File: src/sv/bst_pkg.sv
// Shared types and constants of the source tokenizer.
`default_nettype none

package bst_pkg;

    localparam int POS_W  = 16;
    localparam int LEN_W  = 8;
    localparam int CHAR_W = 8;
    localparam int KIND_W = 3;
    localparam int TAG_W  = 5;
    localparam int NUM_KW = 15;
    localparam int KW_CHARS = 5;
    localparam int NUM_SYM = 6;
    localparam int RES_MAX = 3;
    localparam int RES_CNT_W = 2;

    localparam logic [LEN_W-1:0]  MAX_TEXT_LEN = 8'd255;
    localparam logic [NUM_KW-1:0] KW_ALL       = '1;

    // token kinds
    localparam logic [KIND_W-1:0] K_NAME    = 3'd0;
    localparam logic [KIND_W-1:0] K_LABEL   = 3'd1;
    localparam logic [KIND_W-1:0] K_STRING  = 3'd2;
    localparam logic [KIND_W-1:0] K_INTEGER = 3'd3;
    localparam logic [KIND_W-1:0] K_SYMBOL  = 3'd4;
    localparam logic [KIND_W-1:0] K_EOL     = 3'd5;
    localparam logic [KIND_W-1:0] K_EOS     = 3'd6;
    localparam logic [KIND_W-1:0] K_ERROR   = 3'd7;

    localparam logic [TAG_W-1:0] TAG_NONE     = 5'd0;
    localparam logic [TAG_W-1:0] TAG_SYM_BASE = 5'd16;

    // special bytes
    localparam logic [CHAR_W-1:0] CH_NUL     = 8'h00;
    localparam logic [CHAR_W-1:0] CH_TAB     = 8'h09;
    localparam logic [CHAR_W-1:0] CH_LF      = 8'h0A;
    localparam logic [CHAR_W-1:0] CH_SPACE   = 8'h20;
    localparam logic [CHAR_W-1:0] CH_QUOTE   = 8'h22;
    localparam logic [CHAR_W-1:0] CH_DOLLAR  = 8'h24;
    localparam logic [CHAR_W-1:0] CH_PERCENT = 8'h25;
    localparam logic [CHAR_W-1:0] CH_COLON   = 8'h3A;
    localparam logic [CHAR_W-1:0] CH_QUEST   = 8'h3F;

    // keywords, left justified, first character in the top byte
    localparam logic [8*KW_CHARS-1:0] KW_TEXT [NUM_KW] = '{
        "END  ", "FALSE", "FOR  ", "IF   ", "INPUT", "GOTO ", "LEN  ", "LEFT$",
        "LET  ", "NEXT ", "OR   ", "PRINT", "THEN ", "TO   ", "TRUE "
    };
    localparam logic [LEN_W-1:0] KW_LEN [NUM_KW] = '{
        8'd3, 8'd5, 8'd3, 8'd2, 8'd5, 8'd4, 8'd3, 8'd5,
        8'd3, 8'd4, 8'd2, 8'd5, 8'd4, 8'd2, 8'd4
    };
    localparam logic [CHAR_W-1:0] SYM_CHARS [NUM_SYM] = '{"+", "=", "(", ")", ",", ";"};

    typedef struct packed {
        logic [KIND_W-1:0] kind;
        logic [TAG_W-1:0]  tag;
        logic [POS_W-1:0]  first_row;
        logic [POS_W-1:0]  first_col;
        logic [POS_W-1:0]  stop_row;
        logic [POS_W-1:0]  stop_col;
        logic [LEN_W-1:0]  text_length;
        logic              last;
    } bst_result_t;

    typedef bst_result_t [RES_MAX-1:0] bst_result_vec_t;

    typedef struct packed {
        logic [RES_CNT_W-1:0] count;
        bst_result_vec_t      data;
    } bst_push_t;

endpackage

`default_nettype wire

File: src/sv/bst_lexer.sv
// Lexer state and the per-byte step that produces up to three results.
`default_nettype none

module bst_lexer
    import bst_pkg::*;
(
    input  wire logic              clk,
    input  wire logic              rst_n,
    input  wire logic              step,
    input  wire logic [CHAR_W-1:0] char_code,
    input  wire logic [POS_W-1:0]  src_row,
    input  wire logic [POS_W-1:0]  src_col,
    output bst_push_t              push
);

    typedef enum logic [2:0] {
        MODE_START,
        MODE_NAME,
        MODE_STRING,
        MODE_INTEGER,
        MODE_SPACE,
        MODE_PEND
    } mode_t;

    mode_t              mode_reg, mode_next;
    logic [KIND_W-1:0]  pend_reg, pend_next;
    logic [POS_W-1:0]   first_row_reg, first_row_next;
    logic [POS_W-1:0]   first_col_reg, first_col_next;
    logic [LEN_W-1:0]   len_reg, len_next;
    logic [NUM_KW-1:0]  kw_reg, kw_next;
    logic [TAG_W-1:0]   sym_reg, sym_next;
    logic               seen_reg, seen_next;
    logic               halted_reg, halted_next;

    logic [LEN_W-1:0]   len_inc;
    logic [NUM_KW-1:0]  narrow_cur;
    logic [NUM_KW-1:0]  narrow_first;
    logic [TAG_W-1:0]   kw_tag;
    logic [TAG_W-1:0]   sym_hit;
    logic               is_alpha, is_digit, is_suffix, is_blank;
    logic               to_start, err;
    logic [RES_CNT_W-1:0] n;
    bst_result_vec_t    res;
    logic [TAG_W-1:0]   emit_tag;

    // keywords whose character at position pos equals c
    function automatic logic [NUM_KW-1:0] kw_narrow(input logic [CHAR_W-1:0] c,
                                                    input logic [LEN_W-1:0]  pos);
        logic [NUM_KW-1:0] keep;
        keep = '0;
        for (int i = 0; i < NUM_KW; i++) begin
            if (pos < KW_LEN[i] &&
                KW_TEXT[i][8*(KW_CHARS-1-int'(pos[2:0])) +: 8] == c)
            begin
                keep[i] = 1'b1;
            end
        end
        return keep;
    endfunction

    // first remaining candidate of exactly this length
    function automatic logic [TAG_W-1:0] kw_find(input logic [NUM_KW-1:0] cand,
                                                 input logic [LEN_W-1:0]  len);
        logic [TAG_W-1:0] tag;
        tag = TAG_NONE;
        for (int i = NUM_KW - 1; i >= 0; i--) begin
            if (cand[i] && len == KW_LEN[i])
            begin
                tag = TAG_W'(i + 1);
            end
        end
        return tag;
    endfunction

    always_comb
    begin
        is_alpha  = (char_code >= "a" && char_code <= "z") ||
                    (char_code >= "A" && char_code <= "Z");
        is_digit  = char_code >= "0" && char_code <= "9";
        is_suffix = char_code == CH_DOLLAR || char_code == CH_QUEST ||
                    char_code == CH_PERCENT;
        is_blank  = char_code == CH_SPACE || char_code == CH_TAB;
        len_inc   = (len_reg < MAX_TEXT_LEN) ? len_reg + 8'd1 : len_reg;
        narrow_cur   = kw_narrow(char_code, len_reg);
        narrow_first = kw_narrow(char_code, '0);
        kw_tag       = kw_find(kw_reg, len_reg);
        sym_hit      = TAG_NONE;
        for (int i = 0; i < NUM_SYM; i++)
        begin
            if (SYM_CHARS[i] == char_code)
            begin
                sym_hit = TAG_SYM_BASE + TAG_W'(i);
            end
        end
    end

    always_comb
    begin
        mode_next      = mode_reg;
        pend_next      = pend_reg;
        first_row_next = first_row_reg;
        first_col_next = first_col_reg;
        len_next       = len_reg;
        kw_next        = kw_reg;
        sym_next       = sym_reg;
        seen_next      = seen_reg;
        halted_next    = halted_reg;
        res            = '0;
        n              = '0;
        to_start       = 1'b1;
        err            = 1'b0;
        emit_tag       = TAG_NONE;

        if (!halted_reg)
        begin
            // the flushed token is built from the stored state
            if (mode_reg == MODE_NAME || (mode_reg == MODE_PEND && pend_reg == K_NAME))
                emit_tag = kw_tag;
            else if (mode_reg == MODE_PEND && pend_reg == K_SYMBOL)
                emit_tag = sym_reg;

            unique case (mode_reg)
                MODE_NAME:
                begin
                    to_start = 1'b0;
                    if (is_alpha || is_digit)
                    begin
                        kw_next  = kw_reg & narrow_cur;
                        len_next = len_inc;
                    end
                    else if (is_suffix)
                    begin
                        kw_next   = kw_reg & narrow_cur;
                        len_next  = len_inc;
                        pend_next = K_NAME;
                        mode_next = MODE_PEND;
                    end
                    else if (char_code == CH_COLON)
                    begin
                        len_next  = len_inc;
                        pend_next = K_LABEL;
                        mode_next = MODE_PEND;
                    end
                    else
                    begin
                        res[n] = '{K_NAME, emit_tag, first_row_reg, first_col_reg,
                                   src_row, src_col, len_reg, 1'b0};
                        n = n + 2'd1;
                        seen_next = 1'b1;
                        mode_next = MODE_START;
                        to_start  = 1'b1;
                    end
                end
                MODE_STRING:
                begin
                    to_start = 1'b0;
                    if (char_code == CH_LF || char_code == CH_NUL)
                    begin
                        err = 1'b1;
                    end
                    else
                    begin
                        len_next = len_inc;
                        if (char_code == CH_QUOTE)
                        begin
                            pend_next = K_STRING;
                            mode_next = MODE_PEND;
                        end
                    end
                end
                MODE_INTEGER:
                begin
                    if (is_digit)
                    begin
                        len_next = len_inc;
                        to_start = 1'b0;
                    end
                    else
                    begin
                        res[n] = '{K_INTEGER, TAG_NONE, first_row_reg, first_col_reg,
                                   src_row, src_col, len_reg, 1'b0};
                        n = n + 2'd1;
                        seen_next = 1'b1;
                        mode_next = MODE_START;
                    end
                end
                MODE_SPACE:
                begin
                    if (is_blank)
                        to_start = 1'b0;
                    else
                        mode_next = MODE_START;
                end
                MODE_PEND:
                begin
                    res[n] = '{pend_reg, emit_tag, first_row_reg, first_col_reg,
                               src_row, src_col, len_reg, 1'b0};
                    n = n + 2'd1;
                    seen_next = 1'b1;
                    mode_next = MODE_START;
                end
                default:
                begin
                    mode_next = MODE_START;
                end
            endcase

            if (to_start && !err)
            begin
                first_row_next = src_row;
                first_col_next = src_col;
                len_next       = 8'd1;
                kw_next        = KW_ALL;
                sym_next       = TAG_NONE;
                if (char_code == CH_NUL)
                begin
                    if (seen_next)
                    begin
                        res[n] = '{K_EOL, TAG_NONE, '0, '0, '0, '0, '0, 1'b0};
                        n = n + 2'd1;
                    end
                    res[n] = '{K_EOS, TAG_NONE, '0, '0, '0, '0, '0, 1'b0};
                    n = n + 2'd1;
                    mode_next      = MODE_START;
                    pend_next      = K_NAME;
                    first_row_next = '0;
                    first_col_next = '0;
                    len_next       = '0;
                    seen_next      = 1'b0;
                    halted_next    = 1'b0;
                end
                else if (is_alpha)
                begin
                    kw_next   = narrow_first;
                    mode_next = MODE_NAME;
                end
                else if (char_code == CH_QUOTE)
                begin
                    mode_next = MODE_STRING;
                end
                else if (is_blank)
                begin
                    mode_next = MODE_SPACE;
                end
                else if (char_code == CH_LF)
                begin
                    pend_next = K_EOL;
                    mode_next = MODE_PEND;
                end
                else if (is_digit)
                begin
                    mode_next = MODE_INTEGER;
                end
                else if (sym_hit != TAG_NONE)
                begin
                    sym_next  = sym_hit;
                    pend_next = K_SYMBOL;
                    mode_next = MODE_PEND;
                end
                else
                begin
                    err = 1'b1;
                end
            end

            if (err)
            begin
                res[n] = '{K_ERROR, TAG_NONE, src_row, src_col, src_row, src_col, '0, 1'b0};
                n = n + 2'd1;
                halted_next = 1'b1;
            end

            if (n != '0)
                res[n - 2'd1].last = 1'b1;
        end

        push.count = step ? n : '0;
        push.data  = res;
    end

    always_ff @(posedge clk or negedge rst_n)
    begin
        if (!rst_n)
        begin
            mode_reg      <= MODE_START;
            pend_reg      <= K_NAME;
            first_row_reg <= '0;
            first_col_reg <= '0;
            len_reg       <= '0;
            kw_reg        <= KW_ALL;
            sym_reg       <= TAG_NONE;
            seen_reg      <= 1'b0;
            halted_reg    <= 1'b0;
        end
        else if (step)
        begin
            mode_reg      <= mode_next;
            pend_reg      <= pend_next;
            first_row_reg <= first_row_next;
            first_col_reg <= first_col_next;
            len_reg       <= len_next;
            kw_reg        <= kw_next;
            sym_reg       <= sym_next;
            seen_reg      <= seen_next;
            halted_reg    <= halted_next;
        end
    end

    a_halted_silent: assert property (@(posedge clk) disable iff (!rst_n)
        step && halted_reg |-> push.count == '0)
        else $error("result produced after syntax error");

    a_three_ends_source: assert property (@(posedge clk) disable iff (!rst_n)
        step && push.count == 2'd3 |-> push.data[2].kind == K_EOS && push.data[2].last)
        else $error("three results not ending in end of source");

    a_pend_flushes: assert property (@(posedge clk) disable iff (!rst_n)
        step && !halted_reg && mode_reg == MODE_PEND |-> push.count != '0)
        else $error("pending token not flushed");

endmodule

`default_nettype wire

File: src/sv/bst_result_fifo.sv
// Result queue: takes up to three results per cycle, delivers one per transfer.
`default_nettype none

module bst_result_fifo
    import bst_pkg::*;
(
    input  wire logic      clk,
    input  wire logic      rst_n,
    input  wire bst_push_t push,
    output logic           room,
    output logic           out_valid,
    input  wire logic      out_ready,
    output bst_result_t    out_data
);

    localparam int DEPTH = 4;
    localparam int PTR_W = $clog2(DEPTH);
    localparam int CNT_W = $clog2(DEPTH + 1);

    bst_result_t        mem_reg [DEPTH];
    logic [PTR_W-1:0]   wr_ptr_reg, rd_ptr_reg;
    logic [CNT_W-1:0]   count_reg;
    logic               pop;

    assign out_valid = count_reg != '0;
    assign out_data  = mem_reg[rd_ptr_reg];
    assign pop       = out_valid && out_ready;
    // room for a whole run of results from one byte
    assign room      = count_reg <= CNT_W'(DEPTH - RES_MAX);

    always_ff @(posedge clk)
    begin
        for (int k = 0; k < RES_MAX; k++)
        begin
            if (RES_CNT_W'(k) < push.count)
                mem_reg[wr_ptr_reg + PTR_W'(k)] <= push.data[k];
        end
    end

    always_ff @(posedge clk or negedge rst_n)
    begin
        if (!rst_n)
        begin
            wr_ptr_reg <= '0;
            rd_ptr_reg <= '0;
            count_reg  <= '0;
        end
        else
        begin
            wr_ptr_reg <= wr_ptr_reg + PTR_W'(push.count);
            rd_ptr_reg <= rd_ptr_reg + PTR_W'(pop);
            count_reg  <= count_reg + CNT_W'(push.count) - CNT_W'(pop);
        end
    end

    a_no_overflow: assert property (@(posedge clk) disable iff (!rst_n)
        count_reg <= CNT_W'(DEPTH))
        else $error("result queue overflow");

    a_push_has_room: assert property (@(posedge clk) disable iff (!rst_n)
        push.count != '0 |-> room)
        else $error("results pushed without room");

    a_empty_ptrs: assert property (@(posedge clk) disable iff (!rst_n)
        count_reg == '0 |-> wr_ptr_reg == rd_ptr_reg)
        else $error("pointers disagree on empty queue");

endmodule

`default_nettype wire

File: src/sv/basic_source_tokenizer_core.sv
// Top level of the source tokenizer: input register, lexer step and result queue.
//
// Usage:
//   The slave channel takes one source byte per transfer with its row and column;
//   byte 0 ends a source. The master channel gives one token per transfer;
//   m_tlast marks the final token caused by a byte, m_tuser carries the kind.
//   A byte accepted into the input register is stepped by the lexer once the
//   result queue has room, and its tokens are written into the queue, whose
//   head drives m_tvalid. Throughput: one byte per cycle while each byte
//   yields at most one token and the receiver takes every token. A byte that
//   yields two or three tokens (end of source, flush plus error) holds up
//   the next byte while the extras drain through the single read port of the
//   four-entry result queue; the step only runs with room for three tokens.
//   When the receiver stalls, the queue fills and s_tready drops after the
//   input register holds a byte; nothing is lost.
//   After a syntax error every byte is taken and dropped until reset.
//   Reset (rst_n low, asynchronous) empties the queue and the input register
//   and returns the lexer to its start mode.
`default_nettype none

module basic_source_tokenizer_core
    import bst_pkg::*;
(
    input  wire logic        clk,
    input  wire logic        rst_n,
    input  wire logic        s_tvalid,
    output logic             s_tready,
    input  wire logic [39:0] s_tdata,   // char_code[7:0], src_row[23:8], src_col[39:24]
    output logic             m_tvalid,
    input  wire logic        m_tready,
    output logic [79:0]      m_tdata,   // token_tag[4:0], first_row[20:5], first_col[36:21],
                                        // stop_row[52:37], stop_col[68:53],
                                        // text_length[76:69], zeros[79:77]
    output logic [2:0]       m_tuser,   // token_kind[2:0]
    output logic             m_tlast    // last_of_run
);

    logic              in_valid_reg;
    logic [CHAR_W-1:0] in_char_reg;
    logic [POS_W-1:0]  in_row_reg;
    logic [POS_W-1:0]  in_col_reg;
    logic              room;
    logic              advance;
    bst_push_t         push;
    bst_result_t       head;

    assign advance  = in_valid_reg && room;
    assign s_tready = !in_valid_reg || advance;

    always_ff @(posedge clk or negedge rst_n)
    begin
        if (!rst_n)
            in_valid_reg <= 1'b0;
        else if (s_tready)
            in_valid_reg <= s_tvalid;
    end

    always_ff @(posedge clk)
    begin
        if (s_tready && s_tvalid)
        begin
            in_char_reg <= s_tdata[7:0];
            in_row_reg  <= s_tdata[23:8];
            in_col_reg  <= s_tdata[39:24];
        end
    end

    bst_lexer u_lexer (
        .clk       (clk),
        .rst_n     (rst_n),
        .step      (advance),
        .char_code (in_char_reg),
        .src_row   (in_row_reg),
        .src_col   (in_col_reg),
        .push      (push)
    );

    bst_result_fifo u_fifo (
        .clk       (clk),
        .rst_n     (rst_n),
        .push      (push),
        .room      (room),
        .out_valid (m_tvalid),
        .out_ready (m_tready),
        .out_data  (head)
    );

    assign m_tdata = {3'b000, head.text_length, head.stop_col, head.stop_row,
                      head.first_col, head.first_row, head.tag};
    assign m_tuser = head.kind;
    assign m_tlast = head.last;

endmodule

`default_nettype wire

File: config.mk
export PLATFORM = sky130hd
export DESIGN_NAME = basic_source_tokenizer_core
export DESIGN_NICKNAME = d
export VERILOG_FILES = /design/src/sv/bst_pkg.sv /design/src/sv/bst_lexer.sv /design/src/sv/bst_result_fifo.sv /design/src/sv/basic_source_tokenizer_core.sv
export SDC_FILE = /design/constraint.sdc
export NUM_CORES = 1
export LEC_CHECK = 0
export BUFFER_PORTS_ARGS = -buffer_cell sky130_fd_sc_hd__buf_2
export CAP_MARGIN = 20
export CORE_UTILIZATION = 55
export CTS_BUF_LIST = sky130_fd_sc_hd__clkbuf_16
export DETAILED_ROUTE_END_ITERATION = 6
export GPL_TIMING_DRIVEN = 0
export PLACE_DENSITY = 0.71
export SYNTH_ARGS = -nofsm -noshare
export SYNTH_HDL_FRONTEND = slang
export SYNTH_HIERARCHICAL = 1
export SYNTH_SLANG_ARGS = --single-unit
File: constraint.sdc
create_clock -name clk -period 12.81 [get_ports clk]
set_input_delay 2.562 -clock clk [delete_from_list [all_inputs] [get_ports clk]]
set_output_delay 2.562 -clock clk [all_outputs]
set_load 0.02 [all_outputs]
; ---- Yosys cells after proc, flatten, opt, wreduce, memory -nomap -nowiden
; Memory sizes are Yosys's and may differ from the RTL's.
; Cells that the tools add are included.
[word_totals]
memories = 1
mem_bits_rw = 324
latch_bits = 0
elab_cells = 371
reg_bits = 116
output_inout_bits = 86
mem_bits_ro = 0
inputBits = 44
[memory_table]
columns = memory, words, word_bits, rd, rd_clocked_by_memory_dff, wr, line
row1 = u_fifo.mem_reg, 4, 81, 1, 0, 3, bst_result_fifo.sv:20  ; bst_result_t mem_reg [DEPTH];
[op_classes]
reduce_logical = 65
order_cmp = 23
shift = 15
n_div = 0
addsub = 12
bitwise = 8
n_mul = 0
muxes = 180
eq_ne = 51
[ops]
columns = cell, n
row1 = 243-bit 2-to-1 mux, 11
row2 = 81-bit demux with 2-bit select, 4
row3 = 40-bit by 32-bit indexed part select with 8-bit output (first input constant), 15
row4 = 243-bit bitwise mux, 2
row5 = 81-bit 2-to-1 mux, 6
row6 = 237-bit NOT, 2
row7 = 81-bit one-hot mux with 3 select lines, 1
row8 = 237-bit bitwise AND, 1
row9 = 79-bit by 237-bit bitwise AND with 237-bit output, 1
row10 = 8-bit equality test, 15
row11 = 15-bit 2-to-1 mux, 6
row12 = 3-bit 2-to-1 mux, 28
row13 = 80-bit 2-to-1 mux, 1
row14 = 78-bit 2-to-1 mux, 1
row15 = 5-bit 2-to-1 mux, 15
row16 = 7-bit by 8-bit equality test with 1-bit output (first input constant), 9
row17 = 1-bit 2-to-1 mux, 61
row18 = 4-bit 2-to-1 mux, 15
row19 = 8-bit 2-to-1 mux, 7
row20 = 6-bit by 8-bit equality test with 1-bit output (first input constant), 6
row21 = 8-bit by 6-bit equality test with 1-bit output (second input constant), 6
row22 = 1-bit logical AND, 43
row23 = 16-bit 2-to-1 mux, 2
row24 = 2-bit 2-to-1 mux, 14
row25 = other kinds (52), 82

; ---- Depth between registers and ports, before layout
; Gate-level depths: netlist of the first run.
[depth]
ltp_word = 38
ltp_mapped = 19
depth_no_buf = 16

; ---- Cells and area by module
; Netlist of the first run, hierarchy kept.
[modules_own_cells]
columns = module, area_each_um2, seq_area_each_um2, n_inst, cells_per_inst
row1 = bst_result_fifo, 18745.5, 9904.5, 1, 1915
row2 = bst_lexer, 7143.1, 1695.4, 1, 978
row3 = basic_source_tokenizer_core, 1287.5, 1226.2, 1, 49

; ---- Worst setup path before layout of the first run
; Ideal clock, no wire load.
[synth_path]
kind = register -> register
from = reg in_char_reg[1]
to = mem u_fifo/mem_reg[2][0] (netlist name) (enable)
path_buffers = 3
required_ns = 12.169
path_slack_ns = 3.022
period_less_slack_ns = 9.788
setup_time_ns = 0.641
stages_incl_launch_ff = 17
arrival_ns = 9.147
cell_sequence = edfxtp_1 > buf_2 > o32ai_1 > a21oi_4 > a21oi_1 > nand2b_1 > inv_1 > ha_1 > mux2_4 > ha_1 > a21oi_1 > nor2_1 > buf_4 > buf_6 > o21a_1 > nor2_1 > a211oi_1
[synth_lines]
columns = item, line
row1 = from (decl), basic_source_tokenizer_core.sv:39  ; logic [CHAR_W-1:0] in_char_reg;
row2 = from (signal assigned), basic_source_tokenizer_core.sv:62  ; in_char_reg <= s_tdata[7:0];
row3 = to (decl), bst_result_fifo.sv:20

==> impl_metrics.json, run 1 <==
{
  "unique_masters_post_synth": 93,
  "initial_utilization": 0.556,
  "path_cells": "nand2b_2, a31oi_1, o22ai_4, a21oi_1, nand2b_1, inv_1, ha_1, mux2_4, inv_2, xnor2_1, nor2_1, nor2_1, a211oi_4, buf_8, buf_16, buf_8",
  "synth-main-ff-cell": "edfxtp_1",
  "syn_area_per_cell_um2": 9.24,
  "timing.final.crit_share": 0.439,
  "report.final.slew_viol_count": 0,
  "yosys-top-cells-area": "edfxtp_1, nand2_1, a31oi_1",
  "commonest_non_fill_non_tap_cell_in_the_layout": "nand2_1",
  "coreArea_mm2": 0.0488,
  "min-delay-path-class": "flip-flop to flip-flop",
  "mappedNetlistArea_mm2": 0.0272,
  "num_io_pins": 130,
  "worst_setup_hold_path_clk_slew_ns": 0.06,
  "via_count": 25400,
  "share_of_synthesized_area_occupied_by_flip_flops_and_latches": 0.472,
  "max_cap_violations": 0,
  "min_path_cells": 2,
  "fp_rows": 81,
  "tritoncts_num_sinks": 439,
  "firstDrtPassIters": 7,
  "crit_path_start_kind": "flip-flop",
  "maxSlewHeadroom": 0.212,
  "die_x_um": 224,
  "routabilityCongestion": 0.952,
  "hold_viol_final": 0,
  "worst_path_max_delay_cell": "a211oi_4",
  "grt_setup_unrepaired": "no",
  "grt_first_pass_wirelength_um": 149000,
  "fp.dieArea_mm2": 0.0503,
  "run_status": "finished with violations",
  "synth-warning-count": 6,
  "portBuffers": 126,
  "layout-area-overhead-vs-synth_pct": 13.2,
  "fp.dieH_um": 224,
  "drt-initial-drc-count": 4060,
  "gr-total-overflow": 0,
  "worst_slew_pin_slew_ns": 1.18,
  "violations": "design-rule violations",
  "end_kind": "flip-flop",
  "cts_made_buffers": 49,
  "insertion_delay_ns": 0.61,
  "instances_no_fill": 3867,
  "period_needed_ns": 5.63,
  "drive_gt1_frac": 0.183,
  "drc_violation_count_after_routing": 5,
  "ff2ff_path_depth": 16,
  "power_per_cell_area_mw_per_mm2": 188,
  "n_antenna_cell": 0,
  "min_delay_worst_endpoint": "u_lexer/first_row_reg[6]$_DFFE_PN0P_",
  "grt.total_usage": 0.399,
  "synth_largest_type_area_fraction": 0.402,
  "timing.clock.skew_ns": 0.0232,
  "worstSetupPathType": "flip-flop to flip-flop",
  "r2r-end": "u_fifo/mem_reg[0][58]$_DFFE_PP_",
  "layout.cells.most_common_list": "nand2_1, nor2_1, edfxtp_1, a31oi_1, buf_2",
  "finalSetupViolCount": 0,
  "fmax_ghz": 0.178,
  "ir_worst_vdd_uv": 237,
  "cts_hold_buffers": 0,
  "pin_count_of_the_biggest_net_entering_global_routing": 58,
  "wirelength_um": 102000,
  "number_of_flip_flops_in_the_largest_register": 324,
  "synth_largest_area_cell": "edfxtp_1",
  "synthArstFlopShare": 0.171,
  "routed_wire_length_per_instance_um": 26.3,
  "cts_root_buf": "clkbuf_16",
  "worst_reg2reg_setup_slack_ns": 7.18,
  "worst_ep_arrival_time_ns": 5.93,
  "hpwlAfterDp_um": 69300,
  "cts_resized": 0,
  "post-layout-total-power_mw": 5.77,
  "timing.critical_path.slowest_cell_delay_ns": 0.80,
  "reported_leakage_power_nw": 11.9,
  "ant_nets": 0,
  "min_from": "u_lexer/first_row_reg[6]$_DFFE_PN0P_",
  "clockBufferDepth": 3,
  "cp.required_ns": 13.12,
  "regToRegStartpoint": "in_char_reg[7]$_DFFE_PP_",
  "tritoncts_clock_tree": "built",
  "number_of_synthesized_flops_with_an_enable_pin": 364,
  "route.detailed.vias_per_inst": 6.57,
  "antenna_found_initial": 0,
  "design.final.nets": 3221,
  "cts_max_level": 2,
  "numPlacedInstances": 3776,
  "postCtsSetupBuffers": 0,
  "critical_path_peak_fanout": 14,
  "first_global_vias": 24100,
  "accumulated_negative_setup_slack_ns": 0,
  "ys_seq_elements": 439,
  "synth_cells": 2942
}
==> worst max path at each step <==
stage	to	cells past startpoint	slack, ns	start
2_1_floorplan	u_fifo/mem_reg[2][0]$_DFFE_PP_	16	3.02	in_char_reg[1]$_DFFE_PP_
5_1_grt	u_fifo/mem_reg[0][56]$_DFFE_PP_	16	6.94	in_char_reg[7]$_DFFE_PP_
3_3_place_gp	u_fifo/mem_reg[2][63]$_DFFE_PP_	16	-3.32	in_char_reg[7]$_DFFE_PP_
3_5_place_dp	u_fifo/mem_reg[0][28]$_DFFE_PP_	16	7.30	in_char_reg[7]$_DFFE_PP_
4_1_cts	u_fifo/mem_reg[0][58]$_DFFE_PP_	16	7.30	in_char_reg[7]$_DFFE_PP_
6_report	u_fifo/mem_reg[0][58]$_DFFE_PP_	16	7.18	in_char_reg[7]$_DFFE_PP_
==> final cells by class <==
cell class	count	area, µm²
buffer	332	2040
clock buffer	51	1280
clock inverter	40	358
fill	4043	18100
inverter	20	75.1
multi-input combinational	2178	12400
sequential	439	12800
tap	664	831
timing repair buffer	143	976
==> stage by stage <==
step | hold WS (ns) | setup slack, ns | util | area (µm²)
5_1_grt | 0.495 | 6.94 | 0.630 | 30800
2_1_floorplan | 0.439 | 3.02 | - | 27300
6_report | 0.474 | 7.18 | 0.630 | 30800
3_5_place_dp | 0.464 | 7.30 | 0.596 | 29100
3_3_place_gp | 0.454 | -3.32 | 0.588 | 28700
4_1_cts | 0.477 | 7.30 | 0.630 | 30800
==> worst max-delay path: cells and delay by family, from the launching register on <==
kind	cells	cell delay (ns)
compound gates	4	1.86
xor+xnor	1	0.08
fa+ha+maj	1	0.23
buf+inv	5	0.81
flops	1	0.56
mux	1	0.32
simple gates	4	1.45
==> routing by layer <==
layer,wire (µm),global-route usage,share of wire,up-vias
li1,-,-,-,10800
met1,38200,0.538,0.38,12100
met2,44900,0.606,0.44,2058
met3,13200,0.0938,0.13,430
met4,5550,0.200,0.054,0
met5,0,0,0,-
==> power breakdown <==
part | total [mW] | switching (mW) | internal (mW)
combinational | 2.43 | 1.55 | 0.874
clock | 1.45 | 0.594 | 0.857
sequential | 1.89 | 0.115 | 1.78
total | 5.77 | 2.26 | 3.51
==> synthesized netlist by cell type, types with 5 or more instances <==
library cell,count
nand4_1,10
buf_6,31
nand3_1,18
clkbuf_1,67
buf_2,95
nand2_1,772
and3_1,9
a221o_1,9
nor2b_1,7
o22ai_1,5
dfrtp_1,60
nand3b_1,6
edfxtp_1,364
inv_1,16
or3_1,7
o21a_1,6
o211ai_1,5
xnor2_1,36
and2_1,15
a211oi_1,5
buf_1,21
a21o_1,12
dfstp_2,15
a21oi_1,44
nor4_1,11
o31ai_1,5
xor2_1,10
a2bb2o_1,32
nor2_1,479
mux4_2,81
buf_4,118
o21ai_0,58
nand2b_1,41
o2111ai_1,5
nor3b_1,7
nor3_1,14
a31oi_1,335
ha_1,13
==> cells by family after synthesis <==
logic type | after synthesis | synth area share
simple gates | 1435 | 0.220
compound gates | 565 | 0.138
flops | 439 | 0.472
buf+inv | 352 | 0.0779
mux | 87 | 0.0696
xor+xnor | 46 | 0.0148
fa+ha+maj | 16 | 0.00746
other cells | 2 | 0.000276
Note: power is estimated with default switching activity, not from simulation.
==> run 2, diff against run 1 <==
==> constraint.sdc (replaced) <==
create_clock -name clk -period 5.3 [get_ports clk]
set_input_delay 1.06 -clock clk [delete_from_list [all_inputs] [get_ports clk]]
set_output_delay 1.06 -clock clk [all_outputs]
set_load 0.02 [all_outputs]
==> impl_metrics.json, run 2 (synthesized netlist as in run 1, its figures left out) <==
{
  "finalSetupViolCount": 0,
  "num_io_pins": 130,
  "coreArea_mm2": 0.0488,
  "antenna_found_initial": 1,
  "worst_ep_arrival_time_ns": 5.37,
  "cts_made_buffers": 48,
  "layout-area-overhead-vs-synth_pct": 12.8,
  "place_ws_ns": 0.221,
  "route.detailed.vias_per_inst": 6.58,
  "n_antenna_cell": 0,
  "power_per_cell_area_mw_per_mm2": 448,
  "gr-total-overflow": 0,
  "post-layout-total-power_mw": 13.7,
  "drc_violation_count_after_routing": 0,
  "tritoncts_clock_tree": "built",
  "worstSetupPathType": "flip-flop to flip-flop",
  "ant_nets": 0,
  "critical_path_peak_fanout": 15,
  "initial_utilization": 0.556,
  "worst_reg2reg_setup_slack_ns": 0.23,
  "met1_usage": 0.535,
  "die_x_um": 224,
  "grt_busiest_layer": "met2",
  "cp.required_ns": 5.59,
  "fp_rows": 81,
  "grt_first_pass_wirelength_um": 150000,
  "worst_setup_hold_path_clk_slew_ns": 0.06,
  "layout.cells.most_common_list": "nand2_1, nor2_1, edfxtp_1, a31oi_1, buf_2",
  "ir_worst_vdd_uv": 572,
  "crit_path_start_kind": "flip-flop",
  "firstDrtPassIters": 7,
  "hold_viol_final": 0,
  "design.final.nets": 3221,
  "ff2ff_path_depth": 18,
  "timing.clock.skew_ns": 0.0321,
  "routabilityCongestion": 0.953,
  "commonest_non_fill_non_tap_cell_in_the_layout": "nand2_1",
  "via_count": 25400,
  "grt.total_usage": 0.399,
  "timing.final.crit_share": 0.957,
  "max_cap_violations": 0,
  "routed_wire_length_per_instance_um": 26.3,
  "regToRegStartpoint": "in_char_reg[7]$_DFFE_PP_",
  "fp.dieH_um": 224,
  "fp.dieArea_mm2": 0.0503,
  "insertion_delay_ns": 0.61,
  "cts_root_buf": "clkbuf_16",
  "worst_slew_pin_slew_ns": 1.06,
  "run_status": "complete, no violations",
  "fmax_ghz": 0.197,
  "globalRouteMet2Util": 0.616,
  "drive_gt1_frac": 0.185,
  "drt-initial-drc-count": 4571,
  "fillerInstances": 4058,
  "reported_leakage_power_nw": 11.9,
  "portBuffers": 126,
  "worst_slack_ns": 0.226,
  "clockBufferDepth": 3,
  "number_of_flip_flops_in_the_largest_register": 324,
  "cts_max_level": 2,
  "period_needed_ns": 5.07,
  "r2r-end": "u_fifo/mem_reg[0][24]$_DFFE_PP_",
  "min-delay-path-class": "input port to asynchronous set/reset pin",
  "maxSlewHeadroom": 0.290,
  "wirelength_um": 102000,
  "hpwlAfterDp_um": 69000,
  "grt.met3_usage": 0.0920,
  "tritoncts_num_sinks": 439,
  "end_kind": "flip-flop",
  "first_global_vias": 24200,
  "report.final.slew_viol_count": 0,
  "accumulated_negative_setup_slack_ns": 0,
  "grt_setup_unrepaired": "no",
  "pin_count_of_the_biggest_net_entering_global_routing": 58
}
==> run 2: repair_timing <==
| action | in CTS | in global routing |
|---|---|---|
| hold buffers | 0 | 0 |
| gates resized for setup | 0 | 1 |
| setup endpoints to repair | 0 | 67 |
| setup buffers | 0 | 0 |
==> run 2: routing by layer <==
metal / part of all wire / vias up
met5: 0.00014 / -
met4: 0.054 / 2
met3: 0.13 / 435
met2: 0.44 / 2195
met1: 0.37 / 12000
li1: - / 10800
==> run 2: how the worst max path moves through the flow <==
stage / cells past startpoint / end / slack, ns / startpoint
final: 18 / u_fifo/mem_reg[0][24]$_DFFE_PP_ / 0.23 / in_char_reg[7]$_DFFE_PP_
after global routing: 18 / u_fifo/mem_reg[0][26]$_DFFE_PP_ / 0.04 / in_char_reg[7]$_DFFE_PP_
after CTS: 16 / u_fifo/mem_reg[2][20]$_DFFE_PP_ / 0.21 / in_char_reg[7]$_DFFE_PP_
after detailed placement: 16 / u_fifo/mem_reg[2][23]$_DFFE_PP_ / 0.22 / in_char_reg[7]$_DFFE_PP_
after global placement: 13 / u_fifo/mem_reg[2][24]$_DFFE_PP_ / -2.45 / in_char_reg[7]$_DFFE_PP_
after floorplan: 15 / u_fifo/mem_reg[0][0]$_DFFE_PP_ / -0.19 / in_char_reg[6]$_DFFE_PP_
==> run 2: report_power, final <==
| part | internal, mW | switching [mW] |
|---|---|---|
| combinational | 2.14 | 3.77 |
| sequential | 4.30 | 0.288 |
| clock | 1.79 | 1.44 |
==> run 2: final cells by class <==
| type | count | area [µm²] | share of cell area |
|---|---|---|---|
| Clock inverter | 40 | 272 | 0.00886 |
| Inverter | 20 | 75.1 | 0.00245 |
| Sequential cell | 439 | 12800 | 0.418 |
| Buffer | 332 | 2050 | 0.0668 |
| Timing Repair Buffer | 144 | 983 | 0.0321 |
| Tap cell | 664 | 831 | 0.0271 |
| Multi-Input combinational cell | 2178 | 12400 | 0.405 |
| Clock buffer | 48 | 1200 | 0.0392 |
==> run 2: critical path: stages (launching register included) <==
cell and delay [ns]:
edfxtp_1 0.58, nor3b_4 0.43, and2_1 0.23, o22ai_4 0.14, a21oi_4 0.25, nand2b_1 0.11, inv_1 0.07, ha_1 0.23
mux2_4 0.33, ha_4 0.30, a21oi_1 0.06, nor2_1 0.12, buf_4 0.17, buf_6 0.16, o21a_1 0.18, nor2_1 0.08
a211oi_4 0.86, buf_16 0.24, buf_8 0.20
==> run 2: stage by stage <==
step / instance area (µm²) / hold slack, ns / cells / utilization
detailed placement: 29200 / 0.463 / 3776 / 0.597
global placement: 28800 / 0.454 / 3759 / 0.590
global route: 30700 / 0.387 / 3865 / 0.628
floorplan: 27400 / 0.439 / 2969 / -
finish: 30700 / 0.370 / 3865 / 0.628
CTS: 30600 / 0.366 / 3864 / 0.627
